File: src/rtl/fmp_pkg.sv
// fmp_pkg: shared types and constants for the feature map pooling block
// no dependencies
`default_nettype none
package fmp_pkg;

  localparam int SAMPLE_W    = 16;
  localparam int ACC_W       = 20;
  localparam int SLOT_W      = 2;
  localparam int COL_W       = 4;
  localparam int ADDR_W      = SLOT_W + COL_W;
  localparam int DEPTH       = 1 << ADDR_W;
  localparam int SLOTS       = 1 << SLOT_W;
  localparam int COLS        = 1 << COL_W;
  localparam int N_W         = 7;
  localparam int MAX_RESULTS = 64;
  localparam int PADDR_W     = 5;
  localparam int RECIP_SH    = 23;
  localparam logic [ACC_W-1:0] RECIP9 = 20'd932067;

  typedef enum logic [2:0] {
    REG_MODE, REG_KERNEL, REG_STRIDE, REG_PAD, REG_IH, REG_IW, REG_OH, REG_OW
  } reg_idx_t;

  typedef enum logic [3:0] {
    ST_IDLE, ST_ACC_CHK, ST_ACC_WR, ST_EM_CHK, ST_EM_RD, ST_EM_MUL, ST_EM_OUT,
    ST_FLUSH, ST_FIN
  } state_t;

  typedef struct packed {
    logic [2:0] k;
    logic [2:0] s;
    logic [1:0] p;
    logic [6:0] ih;
    logic [6:0] iw;
    logic [4:0] oh;
    logic [4:0] ow;
  } geom_t;

  typedef struct packed {
    logic take;
    logic acc_rd;
    logic acc_wr;
    logic acc_next;
    logic em_start;
    logic em_rd;
    logic em_mul;
    logic em_push;
    logic em_drop;
    logic em_adv;
    logic flush_push;
    logic fin;
  } cmd_t;

  typedef struct packed {
    logic d_done;
    logic acc_hit;
    logic col_last;
    logic row_ready;
    logic w_last;
    logic n_full;
    logic hold_valid;
    logic out_free;
  } sts_t;

endpackage
`default_nettype wire

File: src/rtl/feature_map_pooling.sv
// feature_map_pooling: streaming 2-d max / average pooling, top level
// per word: accept, then a scan over up to 4*out_width windows (min(4, rows left)
//   row slots), a read and a write per window update, a close of the scan and a finishing step
// at row end: a check per finished row, read, multiply and output per emitted window, a flush (held under stall)
// a new word is taken only once the last one is finished; the single accumulator ram port is shared
// synchronous active-low reset: default geometry, empty accumulators, counters at zero
// depends on fmp_pkg, fmp_cfg, fmp_ctrl, fmp_dp
`default_nettype none
module feature_map_pooling import fmp_pkg::*; (
  input  wire logic                clk,
  input  wire logic                rst_n,
  // input word channel
  input  wire logic                in_valid,
  output logic                     in_stall,
  input  wire logic [SAMPLE_W-1:0] in_sample,
  // result word channel
  output logic                     out_valid,
  input  wire logic                out_stall,
  output logic [SAMPLE_W-1:0]      out_pooled,
  output logic                     out_run_last,
  output logic                     out_plane_end,
  // register port
  input  wire logic                psel,
  input  wire logic                penable,
  input  wire logic                pwrite,
  input  wire logic [PADDR_W-1:0]  paddr,
  input  wire logic [31:0]         pwdata,
  output logic [31:0]              prdata,
  output logic                     pready
);

  geom_t geom;
  logic  mode, cfg_clear;
  cmd_t  cmd;
  sts_t  sts;

  // registers, clamped geometry and a restart pulse on every write
  fmp_cfg u_cfg (
    .clk, .rst_n, .psel, .penable, .pwrite, .paddr, .pwdata, .prdata, .pready,
    .geom, .mode, .cfg_clear
  );

  // sequencer: scan slots, update windows, emit finished rows, mark the last result of each word
  fmp_ctrl u_ctrl (
    .clk, .rst_n, .in_valid, .in_stall, .sts, .cmd
  );

  // accumulator ram with per-entry valid bits, counters, divider, output register
  fmp_dp u_dp (
    .clk, .rst_n, .geom, .mode, .cfg_clear, .in_sample, .cmd, .sts,
    .out_pooled, .out_run_last, .out_plane_end, .out_valid, .out_stall
  );

endmodule
`default_nettype wire

File: src/rtl/fmp_cfg.sv
// fmp_cfg: register file behind the apb-style port, clamps the geometry
// depends on fmp_pkg
`default_nettype none
module fmp_cfg import fmp_pkg::*; (
  input  wire logic               clk,
  input  wire logic               rst_n,
  input  wire logic               psel,
  input  wire logic               penable,
  input  wire logic               pwrite,
  input  wire logic [PADDR_W-1:0] paddr,
  input  wire logic [31:0]        pwdata,
  output logic [31:0]             prdata,
  output logic                    pready,
  output geom_t                   geom,
  output logic                    mode,
  output logic                    cfg_clear
);

  logic       mode_r;
  logic [2:0] k_r, s_r;
  logic [1:0] p_r;
  logic [6:0] ih_r, iw_r;
  logic [4:0] oh_r, ow_r;
  logic       wr;
  reg_idx_t   idx;

  assign pready    = 1'b1;
  assign wr        = psel & penable & pwrite;
  assign idx       = reg_idx_t'(paddr[4:2]);
  assign cfg_clear = wr;
  assign mode      = mode_r;

  always_ff @(posedge clk) begin
    if (!rst_n) begin
      mode_r <= 1'b0; k_r <= 3'd2; s_r <= 3'd2; p_r <= 2'd0;
      ih_r <= 7'd28; iw_r <= 7'd28; oh_r <= 5'd14; ow_r <= 5'd14;
    end else if (wr) begin
      case (idx)
        REG_MODE:   mode_r <= pwdata[0];
        REG_KERNEL: k_r    <= pwdata[2:0];
        REG_STRIDE: s_r    <= pwdata[2:0];
        REG_PAD:    p_r    <= pwdata[1:0];
        REG_IH:     ih_r   <= pwdata[6:0];
        REG_IW:     iw_r   <= pwdata[6:0];
        REG_OH:     oh_r   <= pwdata[4:0];
        REG_OW:     ow_r   <= pwdata[4:0];
        default:    mode_r <= mode_r;
      endcase
    end
  end

  always_comb begin
    case (idx)
      REG_MODE:   prdata = {31'd0, mode_r};
      REG_KERNEL: prdata = {29'd0, k_r};
      REG_STRIDE: prdata = {29'd0, s_r};
      REG_PAD:    prdata = {30'd0, p_r};
      REG_IH:     prdata = {25'd0, ih_r};
      REG_IW:     prdata = {25'd0, iw_r};
      REG_OH:     prdata = {27'd0, oh_r};
      REG_OW:     prdata = {27'd0, ow_r};
      default:    prdata = 32'd0;
    endcase
  end

  // clamp into the used ranges
  always_comb begin
    geom.k  = (k_r == 3'd0) ? 3'd1 : ((k_r > 3'd4) ? 3'd4 : k_r);
    geom.s  = (s_r == 3'd0) ? 3'd1 : ((s_r > 3'd4) ? 3'd4 : s_r);
    geom.p  = p_r;
    geom.ih = (ih_r == 7'd0) ? 7'd1 : ((ih_r > 7'd64) ? 7'd64 : ih_r);
    geom.iw = (iw_r == 7'd0) ? 7'd1 : ((iw_r > 7'd64) ? 7'd64 : iw_r);
    geom.oh = (oh_r == 5'd0) ? 5'd1 : ((oh_r > 5'd16) ? 5'd16 : oh_r);
    geom.ow = (ow_r == 5'd0) ? 5'd1 : ((ow_r > 5'd16) ? 5'd16 : ow_r);
  end

endmodule
`default_nettype wire

File: src/rtl/fmp_ctrl.sv
// fmp_ctrl: sequencer for accumulate, emit and flush of one word
// depends on fmp_pkg
`default_nettype none
module fmp_ctrl import fmp_pkg::*; (
  input  wire logic clk,
  input  wire logic rst_n,
  input  wire logic in_valid,
  output logic      in_stall,
  input  sts_t      sts,
  output cmd_t      cmd
);

  state_t state_r, state_nxt;

  always_ff @(posedge clk) begin
    if (!rst_n) state_r <= ST_IDLE;
    else        state_r <= state_nxt;
  end

  always_comb begin
    state_nxt = state_r;
    case (state_r)
      ST_IDLE:    if (in_valid) state_nxt = ST_ACC_CHK;
      ST_ACC_CHK: begin
        if (sts.d_done)       state_nxt = sts.col_last ? ST_EM_CHK : ST_FIN;
        else if (sts.acc_hit) state_nxt = ST_ACC_WR;
      end
      ST_ACC_WR:  state_nxt = ST_ACC_CHK;
      ST_EM_CHK:  state_nxt = sts.row_ready ? ST_EM_RD : ST_FLUSH;
      ST_EM_RD:   state_nxt = ST_EM_MUL;
      ST_EM_MUL:  state_nxt = ST_EM_OUT;
      ST_EM_OUT: begin
        if (sts.n_full || !sts.hold_valid || sts.out_free)
          state_nxt = sts.w_last ? ST_EM_CHK : ST_EM_RD;
      end
      ST_FLUSH: begin
        if (!sts.hold_valid || sts.out_free) state_nxt = ST_FIN;
      end
      ST_FIN:     state_nxt = ST_IDLE;
      default:    state_nxt = ST_IDLE;
    endcase
  end

  always_comb begin
    cmd      = '0;
    in_stall = 1'b1;
    case (state_r)
      ST_IDLE: begin
        in_stall = 1'b0;
        cmd.take = in_valid;
      end
      ST_ACC_CHK: begin
        if (sts.d_done)       cmd.em_start = 1'b1;
        else if (sts.acc_hit) cmd.acc_rd   = 1'b1;
        else                  cmd.acc_next = 1'b1;
      end
      ST_ACC_WR: begin
        cmd.acc_wr   = 1'b1;
        cmd.acc_next = 1'b1;
      end
      ST_EM_RD:  cmd.em_rd  = 1'b1;
      ST_EM_MUL: cmd.em_mul = 1'b1;
      ST_EM_OUT: begin
        if (sts.n_full) begin
          cmd.em_drop = 1'b1;
          cmd.em_adv  = 1'b1;
        end else if (!sts.hold_valid || sts.out_free) begin
          cmd.em_push = 1'b1;
          cmd.em_adv  = 1'b1;
        end
      end
      ST_FLUSH:  cmd.flush_push = sts.hold_valid & sts.out_free;
      ST_FIN:    cmd.fin = 1'b1;
      default:   cmd = '0;
    endcase
  end

endmodule
`default_nettype wire

File: src/rtl/fmp_dp.sv
// fmp_dp: window accumulator memory, position counters, divider and output stage
// depends on fmp_pkg
`default_nettype none
module fmp_dp import fmp_pkg::*; (
  input  wire logic                clk,
  input  wire logic                rst_n,
  input  geom_t                    geom,
  input  wire logic                mode,
  input  wire logic                cfg_clear,
  input  wire logic [SAMPLE_W-1:0] in_sample,
  input  cmd_t                     cmd,
  output sts_t                     sts,
  output logic [SAMPLE_W-1:0]      out_pooled,
  output logic                     out_run_last,
  output logic                     out_plane_end,
  output logic                     out_valid,
  input  wire logic                out_stall
);

  logic [ACC_W-1:0]  mem [DEPTH];
  logic [DEPTH-1:0]  vld_r;
  logic [ACC_W-1:0]  q_r;
  logic              vq_r;

  logic [5:0] row_r, col_r;
  logic [4:0] nor_r;
  logic [2:0] d_r;
  logic [COL_W-1:0] w_r;
  logic [N_W-1:0] n_r;
  logic dropped_r;
  logic signed [ACC_W-1:0] x_r;

  logic signed [ACC_W-1:0] v_r;
  logic [ACC_W-1:0] mag_r;
  logic [2*ACC_W-1:0] prod_r;
  logic neg_r, padded_r;

  logic hold_valid_r, hold_pe_r;
  logic [SAMPLE_W-1:0] hold_val_r;
  logic out_valid_r, run_last_r, plane_end_r;
  logic [SAMPLE_W-1:0] pooled_r;

  // geometry of the row slot under accumulation and of the row being emitted
  logic [5:0] o_acc;
  logic [8:0] os_acc, os_em, ws;
  logic signed [9:0] ys_acc, ye_acc, ys_em, ye_em, xs, xe, rr, cc, ihm1, iwm1, last_in;
  logic row_hit, col_hit, last_plane, w_last;
  logic [ADDR_W-1:0] addr;
  logic signed [ACC_W-1:0] start_v, old_v, new_v, em_v;
  logic [ACC_W-1:0] em_mag, q0, q9, qsel, rem;
  logic signed [ACC_W-1:0] avg_v;
  logic [SAMPLE_W-1:0] res_v;
  logic out_free, load_out;

  assign o_acc   = {1'b0, nor_r} + {3'b0, d_r};
  assign os_acc  = 9'(o_acc) * 9'(geom.s);
  assign os_em   = 9'(nor_r) * 9'(geom.s);
  assign ws      = 9'(w_r) * 9'(geom.s);
  assign ys_acc  = $signed({1'b0, os_acc}) - $signed({8'b0, geom.p});
  assign ye_acc  = ys_acc + $signed({7'b0, geom.k}) - 10'sd1;
  assign ys_em   = $signed({1'b0, os_em}) - $signed({8'b0, geom.p});
  assign ye_em   = ys_em + $signed({7'b0, geom.k}) - 10'sd1;
  assign xs      = $signed({1'b0, ws}) - $signed({8'b0, geom.p});
  assign xe      = xs + $signed({7'b0, geom.k}) - 10'sd1;
  assign rr      = $signed({4'b0, row_r});
  assign cc      = $signed({4'b0, col_r});
  assign ihm1    = $signed({3'b0, geom.ih}) - 10'sd1;
  assign iwm1    = $signed({3'b0, geom.iw}) - 10'sd1;
  assign last_in = (ye_em < ihm1) ? ye_em : ihm1;

  assign row_hit    = (rr >= ys_acc) && (rr <= ye_acc);
  assign col_hit    = (cc >= xs) && (cc <= xe);
  assign last_plane = (rr == ihm1) && (cc == iwm1);
  assign w_last     = ({1'b0, w_r} == (geom.ow - 5'd1));

  assign sts.d_done     = (d_r == 3'(SLOTS)) || (o_acc >= {1'b0, geom.oh});
  assign sts.acc_hit    = row_hit && col_hit;
  assign sts.col_last   = (cc == iwm1);
  assign sts.row_ready  = (nor_r < geom.oh) && (last_plane || (last_in <= rr));
  assign sts.w_last     = w_last;
  assign sts.n_full     = (n_r == N_W'(MAX_RESULTS));
  assign sts.hold_valid = hold_valid_r;
  assign sts.out_free   = out_free;

  assign addr    = cmd.em_rd ? {nor_r[SLOT_W-1:0], w_r} : {o_acc[SLOT_W-1:0], w_r};
  assign start_v = mode ? '0 : -(ACC_W'(1) << (SAMPLE_W - 1));
  assign old_v   = vq_r ? $signed(q_r) : start_v;
  assign new_v   = mode ? (old_v + x_r) : ((x_r > old_v) ? x_r : old_v);
  assign em_v    = old_v;
  assign em_mag  = (em_v < 0) ? ACC_W'(-em_v) : ACC_W'(em_v);

  always_ff @(posedge clk) begin
    if (cmd.acc_wr) mem[addr] <= new_v;
    if (cmd.acc_rd || cmd.em_rd) q_r <= mem[addr];
  end

  always_ff @(posedge clk) begin
    if (!rst_n) begin
      vld_r <= '0;
      vq_r  <= 1'b0;
    end else begin
      if (cmd.acc_rd || cmd.em_rd) vq_r <= vld_r[addr];
      if (cfg_clear || (cmd.fin && sts.col_last && (rr == ihm1))) begin
        vld_r <= '0;
      end else if (cmd.em_adv && w_last) begin
        vld_r[{nor_r[SLOT_W-1:0], {COL_W{1'b0}}} +: COLS] <= '0;
      end else if (cmd.acc_wr) begin
        vld_r[addr] <= 1'b1;
      end
    end
  end

  // k*k divide: shifts for k=2,4; k=3 reciprocal multiply, one correction step
  assign q0  = ACC_W'(prod_r >> RECIP_SH);
  assign rem = mag_r - ((q0 << 3) + q0);
  assign q9  = (rem >= ACC_W'(9)) ? q0 + ACC_W'(1) : q0;
  always_comb begin
    case (geom.k)
      3'd2:    qsel = mag_r >> 2;
      3'd3:    qsel = q9;
      3'd4:    qsel = mag_r >> 4;
      default: qsel = mag_r;
    endcase
  end
  assign avg_v = neg_r ? -$signed(qsel) : $signed(qsel);
  assign res_v = mode ? avg_v[SAMPLE_W-1:0]
                      : ((padded_r && v_r < 0) ? '0 : v_r[SAMPLE_W-1:0]);

  always_ff @(posedge clk) begin
    if (cmd.em_mul) begin
      v_r      <= em_v;
      neg_r    <= (em_v < 0);
      mag_r    <= em_mag;
      prod_r   <= em_mag * RECIP9;
      padded_r <= (ys_em < 0) || (ye_em > ihm1) || (xs < 0) || (xe > iwm1);
    end
    if (cmd.take) x_r <= ACC_W'($signed(in_sample));
  end

  always_ff @(posedge clk) begin
    if (!rst_n) begin
      row_r <= '0; col_r <= '0; nor_r <= '0; d_r <= '0; w_r <= '0;
      n_r <= '0; dropped_r <= 1'b0;
    end else if (cfg_clear) begin
      row_r <= '0; col_r <= '0; nor_r <= '0; d_r <= '0; w_r <= '0;
    end else begin
      if (cmd.take) begin
        d_r <= '0; w_r <= '0; n_r <= '0; dropped_r <= 1'b0;
      end
      if (cmd.acc_next) begin
        if (w_last) begin
          w_r <= '0;
          d_r <= d_r + 3'd1;
        end else begin
          w_r <= w_r + COL_W'(1);
        end
      end
      if (cmd.em_start) w_r <= '0;
      if (cmd.em_push) n_r <= n_r + N_W'(1);
      if (cmd.em_drop) dropped_r <= 1'b1;
      if (cmd.em_adv) begin
        if (w_last) begin
          w_r   <= '0;
          nor_r <= nor_r + 5'd1;
        end else begin
          w_r <= w_r + COL_W'(1);
        end
      end
      if (cmd.fin) begin
        if (sts.col_last) begin
          col_r <= '0;
          if (rr == ihm1) begin
            row_r <= '0;
            nor_r <= '0;
          end else begin
            row_r <= row_r + 6'd1;
          end
        end else begin
          col_r <= col_r + 6'd1;
        end
      end
    end
  end

  // one-deep hold so the last result of a word can be marked
  assign out_free = !out_valid_r || !out_stall;
  assign load_out = (cmd.em_push && hold_valid_r) || cmd.flush_push;

  always_ff @(posedge clk) begin
    if (!rst_n) begin
      hold_valid_r <= 1'b0;
      out_valid_r  <= 1'b0;
    end else begin
      if (cmd.em_push) begin
        hold_valid_r <= 1'b1;
        hold_val_r   <= res_v;
        hold_pe_r    <= (nor_r == geom.oh - 5'd1) && w_last;
      end else if (cmd.flush_push || cmd.take) begin
        hold_valid_r <= 1'b0;
      end
      if (load_out) begin
        out_valid_r <= 1'b1;
        pooled_r    <= hold_val_r;
        run_last_r  <= cmd.flush_push;
        plane_end_r <= hold_pe_r | (cmd.flush_push & dropped_r & last_plane);
      end else if (!out_stall) begin
        out_valid_r <= 1'b0;
      end
    end
  end

  assign out_valid     = out_valid_r;
  assign out_pooled    = pooled_r;
  assign out_run_last  = run_last_r;
  assign out_plane_end = plane_end_r;

endmodule
`default_nettype wire
File: config.mk
export PLATFORM = sky130hd
export DESIGN_NAME = feature_map_pooling
export DESIGN_NICKNAME = d
export VERILOG_FILES = /design/src/rtl/fmp_pkg.sv /design/src/rtl/feature_map_pooling.sv /design/src/rtl/fmp_cfg.sv /design/src/rtl/fmp_ctrl.sv /design/src/rtl/fmp_dp.sv
export SDC_FILE = /design/constraint.sdc
export NUM_CORES = 2
export LEC_CHECK = 0
export ABC_AREA = 1
export BUFFER_PORTS_ARGS = -buffer_cell sky130_fd_sc_hd__buf_4
export CAP_MARGIN = 25
export CORE_MARGIN = 4
export CORE_UTILIZATION = 45
export DETAILED_ROUTE_END_ITERATION = 10
export GPL_ROUTABILITY_DRIVEN = 0
export HOLD_SLACK_MARGIN = 0.1
export PLACE_DENSITY = 0.57
export SYNTH_ARGS = -nofsm -noshare
export SYNTH_HDL_FRONTEND = slang
export SYNTH_SLANG_ARGS = --single-unit
File: constraint.sdc
create_clock -name clk -period 9.9 [get_ports clk]
set_clock_uncertainty 0.1 [all_clocks]
set_input_delay 1.485 -clock clk [delete_from_list [all_inputs] [get_ports clk]]
set_output_delay 1.485 -clock clk [all_outputs]
set_load 0.05 [all_outputs]
==> impl_results.md <==
- Status: completed
- Post-synthesis cell count: 6065
- Overall Global Routing Usage: 23.66%
- Slew headroom: 18.37%
- Switching share of power: 30.68%
- Post-DP HPWL: 122.9 mm
- Clock sinks: 1541
- Root Driver: clkbuf_16
- Synthesis-to-finish area growth: 12.61%
- Async set-reset flop share out of synthesis: 0%
- Initial antenna violation count: 5
- Hold_buf cts: 0
- DR vias/cell: 5.662
- Port bufs: 59
- Max incr delay on CP: 900 ps
- Cts repair resizes: 0
- Fillers: 13.91k
- Seq pwr share: 43.6%
- Worst Path Max Fanout: 22
- Period utilisation layout: 87.11%
- First-pass GRT wire length: 299.7 mm
- Reg area: 44910 um2
- Number of distinct library cells after synthesis: 66
- Vias: 48.06k
- Design Area, Final: 81960 um2
- #FFs+latches synth: 1541
- Deepest clock path buffer count: 3
- Clock power frac: 33.7%
- Min cycle time layout: 8624 ps
- Type of the worst min-delay path: reg -> reg
- # rows: 147
- Postcts setup bufs: 0
- Logic pwr share: 22.7%
- Max Cap Viol: 0
- Ranking of synthesized cells by area: edfxtp_1, ha_1, nand2_1, fa_1, dfxtp_1
- Clk_lat worst skew: 810 ps
- Initial DRC count: 4630
- Slowest-stage cell, CP: dfxtp_1
- Area of the multi-input gates: 25400 um2
- Largest net degree at the start of global routing: 123
- DR pass1 iterations: 5
- GRT overflow: 0
- Setup tns final: 0 ps
- P_int: 12.33 mW
- Mean area per synthesized cell: 12.00 um2
- Commonest cells in the netlist: edfxtp_1, nand2_1, inv_1
- Critical Path AT: 9040 ps
- Req. time, crit path: 10310 ps
- Seq/Total Area, Yosys: 61.71%
- R2r setup slk: 1280 ps
- Mapped Area: 72780 um2
- Psw: 5.458 mW
- I/O pin cnt: 113
- DR DRC count: 0
- WL/cell: 23.62 um
- Max IR drop VDD: 0.0001958 V
- Total CTS buffers: 162
- Final wirelength: 200.5 mm
- Area leader, netlist: edfxtp_1
- Count leader, synth: edfxtp_1
- LEAKAGE: 30.76 nW
- Pwr Density: 217.1 nW/um2
- Nets@finish: 6786
- Setup repair after global routing missed its margin: false
- Cell Area, Placed: 76630 um2
- Number of global-route vias before repair: 47.20k
- Hold Vio Cnt, Final: 0
- Setup crit start kind: flip-flop
- Die Y: 410.2 um
- Setup Viol. Count Final: 0
- ANT nets after route: 0
- Clock edge transition at the registers on the reported setup and hold paths: 60 ps
- Worst-margin pin slew: 1224 ps
- Yosys top cell area share: 57.97%
- Fraction of layout cells with a size suffix above 1: 8.944%
- Initial core utilization: 45.33%
- Max Slew Vio Count: 0
- Post-synth EDFFs: 1405
- Count of yosys warnings during synthesis: 0
- Die width: 410.2 um
- Primary FF master, synth: edfxtp_1
- CP Capture Type: flip-flop
- CTS tree: done
- Die footprint: 168200 um2
- Core area: 160600 um2
- Critical path class: reg -> reg
- H-tree levels: 4
- Top achievable clock speed: 116.0 MHz
cells by family after synthesis:
family,Yosys count,synth area share [%]
adders and majority gates,529,10.53
buffers and inverters,828,4.444
DFF,1541,61.71
AOI/OAI and AO/OA,1077,10.24
muxes,2,0.02751
xor gates and xnor gates,121,1.466
other,2,0.01032
and+or+nand+nor,1965,11.58
state kept, by name, indices dropped and copies added (netlist names), 5 cells and up:
| register | cells |
|---|---|
| u_cfg.ow_r | 5 |
| u_cfg.oh_r | 5 |
| u_dp.vld_r | 64 |
| u_dp.hold_val_r | 16 |
| u_dp.x_r | 16 |
| u_dp.out_pooled | 16 |
| u_cfg.ih_r | 7 |
| u_dp.n_r | 7 |
| u_dp.v_r | 15 |
| u_dp.mem | 1280 |
| u_dp.q_r | 20 |
| u_dp.nor_r | 5 |
| u_dp.prod_r | 18 |
| u_dp.row_r | 6 |
| u_cfg.iw_r | 7 |
| u_dp.col_r | 6 |
| u_dp.mag_r | 19 |
worst paths after layout:
kind,startpoint,to,cells past startpoint
max reg2reg,u_dp.vq_r$_SDFFE_PN0P_,u_dp.prod_r[37]$_DFFE_PN_,26
min,u_dp.hold_val_r[0]$_DFFE_PP_,u_dp.out_pooled[0]$_DFFE_PP_,0
min reg2reg,u_dp.hold_val_r[0]$_DFFE_PP_,u_dp.out_pooled[0]$_DFFE_PP_,0
max,u_dp.vq_r$_SDFFE_PN0P_,u_dp.prod_r[37]$_DFFE_PN_,26
per-layer routing:
metal	GRT usage (%)	routed length, um	part of all wire (%)	vias to the layer above
met5	0	0	0	-
met4	8.000	6744	3.4	0
met3	3.921	12980	6.5	311
met2	38.07	93130	46	1520
met1	32.77	87640	44	23980
li1	-	-	-	22250
critical path, delay by kind of cell (launching register included):
family | cells | cell delay (ps)
fa+ha+maj | 8 | 3340
simple gates | 7 | 1590
compound gates | 4 | 930
flops | 1 | 900
xor+xnor | 2 | 770
buf+inv | 5 | 720
layout make-up:
cell class | instances | area share [%]
Tap cell | 2160 | 3.298
Clock inverter | 92 | 1.122
Antenna cell | 1 | 0.003053
Sequential cell | 1541 | 54.80
Timing Repair Buffer | 173 | 1.708
Multi-Input combinational cell | 3726 | 30.99
Clock buffer | 203 | 5.360
Inverter | 593 | 2.716
stage by stage:
stage          util [%]  worst slack, ps  power [mW]  instances  hold slack (ps)
2_1_floorplan         -             2329       10.45       6095            300.3
3_3_place_gp      47.72             1324       11.87       8190            302.3
3_5_place_dp      47.73             1313       11.92       8191            304.5
4_1_cts           51.03             1241       17.92       8486            318.0
5_1_grt           51.04            505.6       18.65       8488            326.2
6_report          51.04             1276       17.79       8489            316.3
layout by cell type (no fill, tap or decap), drive strengths merged, types with 7 or more instances in the layout:
master,synthesis,layout
o211ai,7,7
a31oi,15,15
xnor2,36,36
o21bai,9,9
o21a,15,15
xor2,85,85
a2111o,10,10
a21oi,253,253
a221oi,170,170
or2,13,13
nor3,104,104
clkbuf,155,204
nand3b,13,13
ha,390,390
o21ai,167,167
dfxtp,136,136
nor4,15,15
nand4,185,185
nand2,1059,1059
nand3,163,163
clkinvlp,0,8
a21boi,10,10
conb,2,32
a41oi,7,7
edfxtp,1405,1405
nor2,404,404
buf,80,172
fa,139,139
inv,587,595
o31ai,9,9
clkinv,6,73
a22oi,232,232
o22ai,18,18
a22o,123,123
bufinv,0,9
power groups by stage:
stage / logic [mW] / clock network (mW) / registers, mW
floorplan: 2.55 / 0 / 7.90
global placement: 3.98 / 0 / 7.89
detailed placement: 4.03 / 0 / 7.89
CTS: 4.05 / 6.11 / 7.75
global route: 4.51 / 6.39 / 7.76
finish: 4.04 / 6.00 / 7.75
Power figures use the tool's default switching activity.
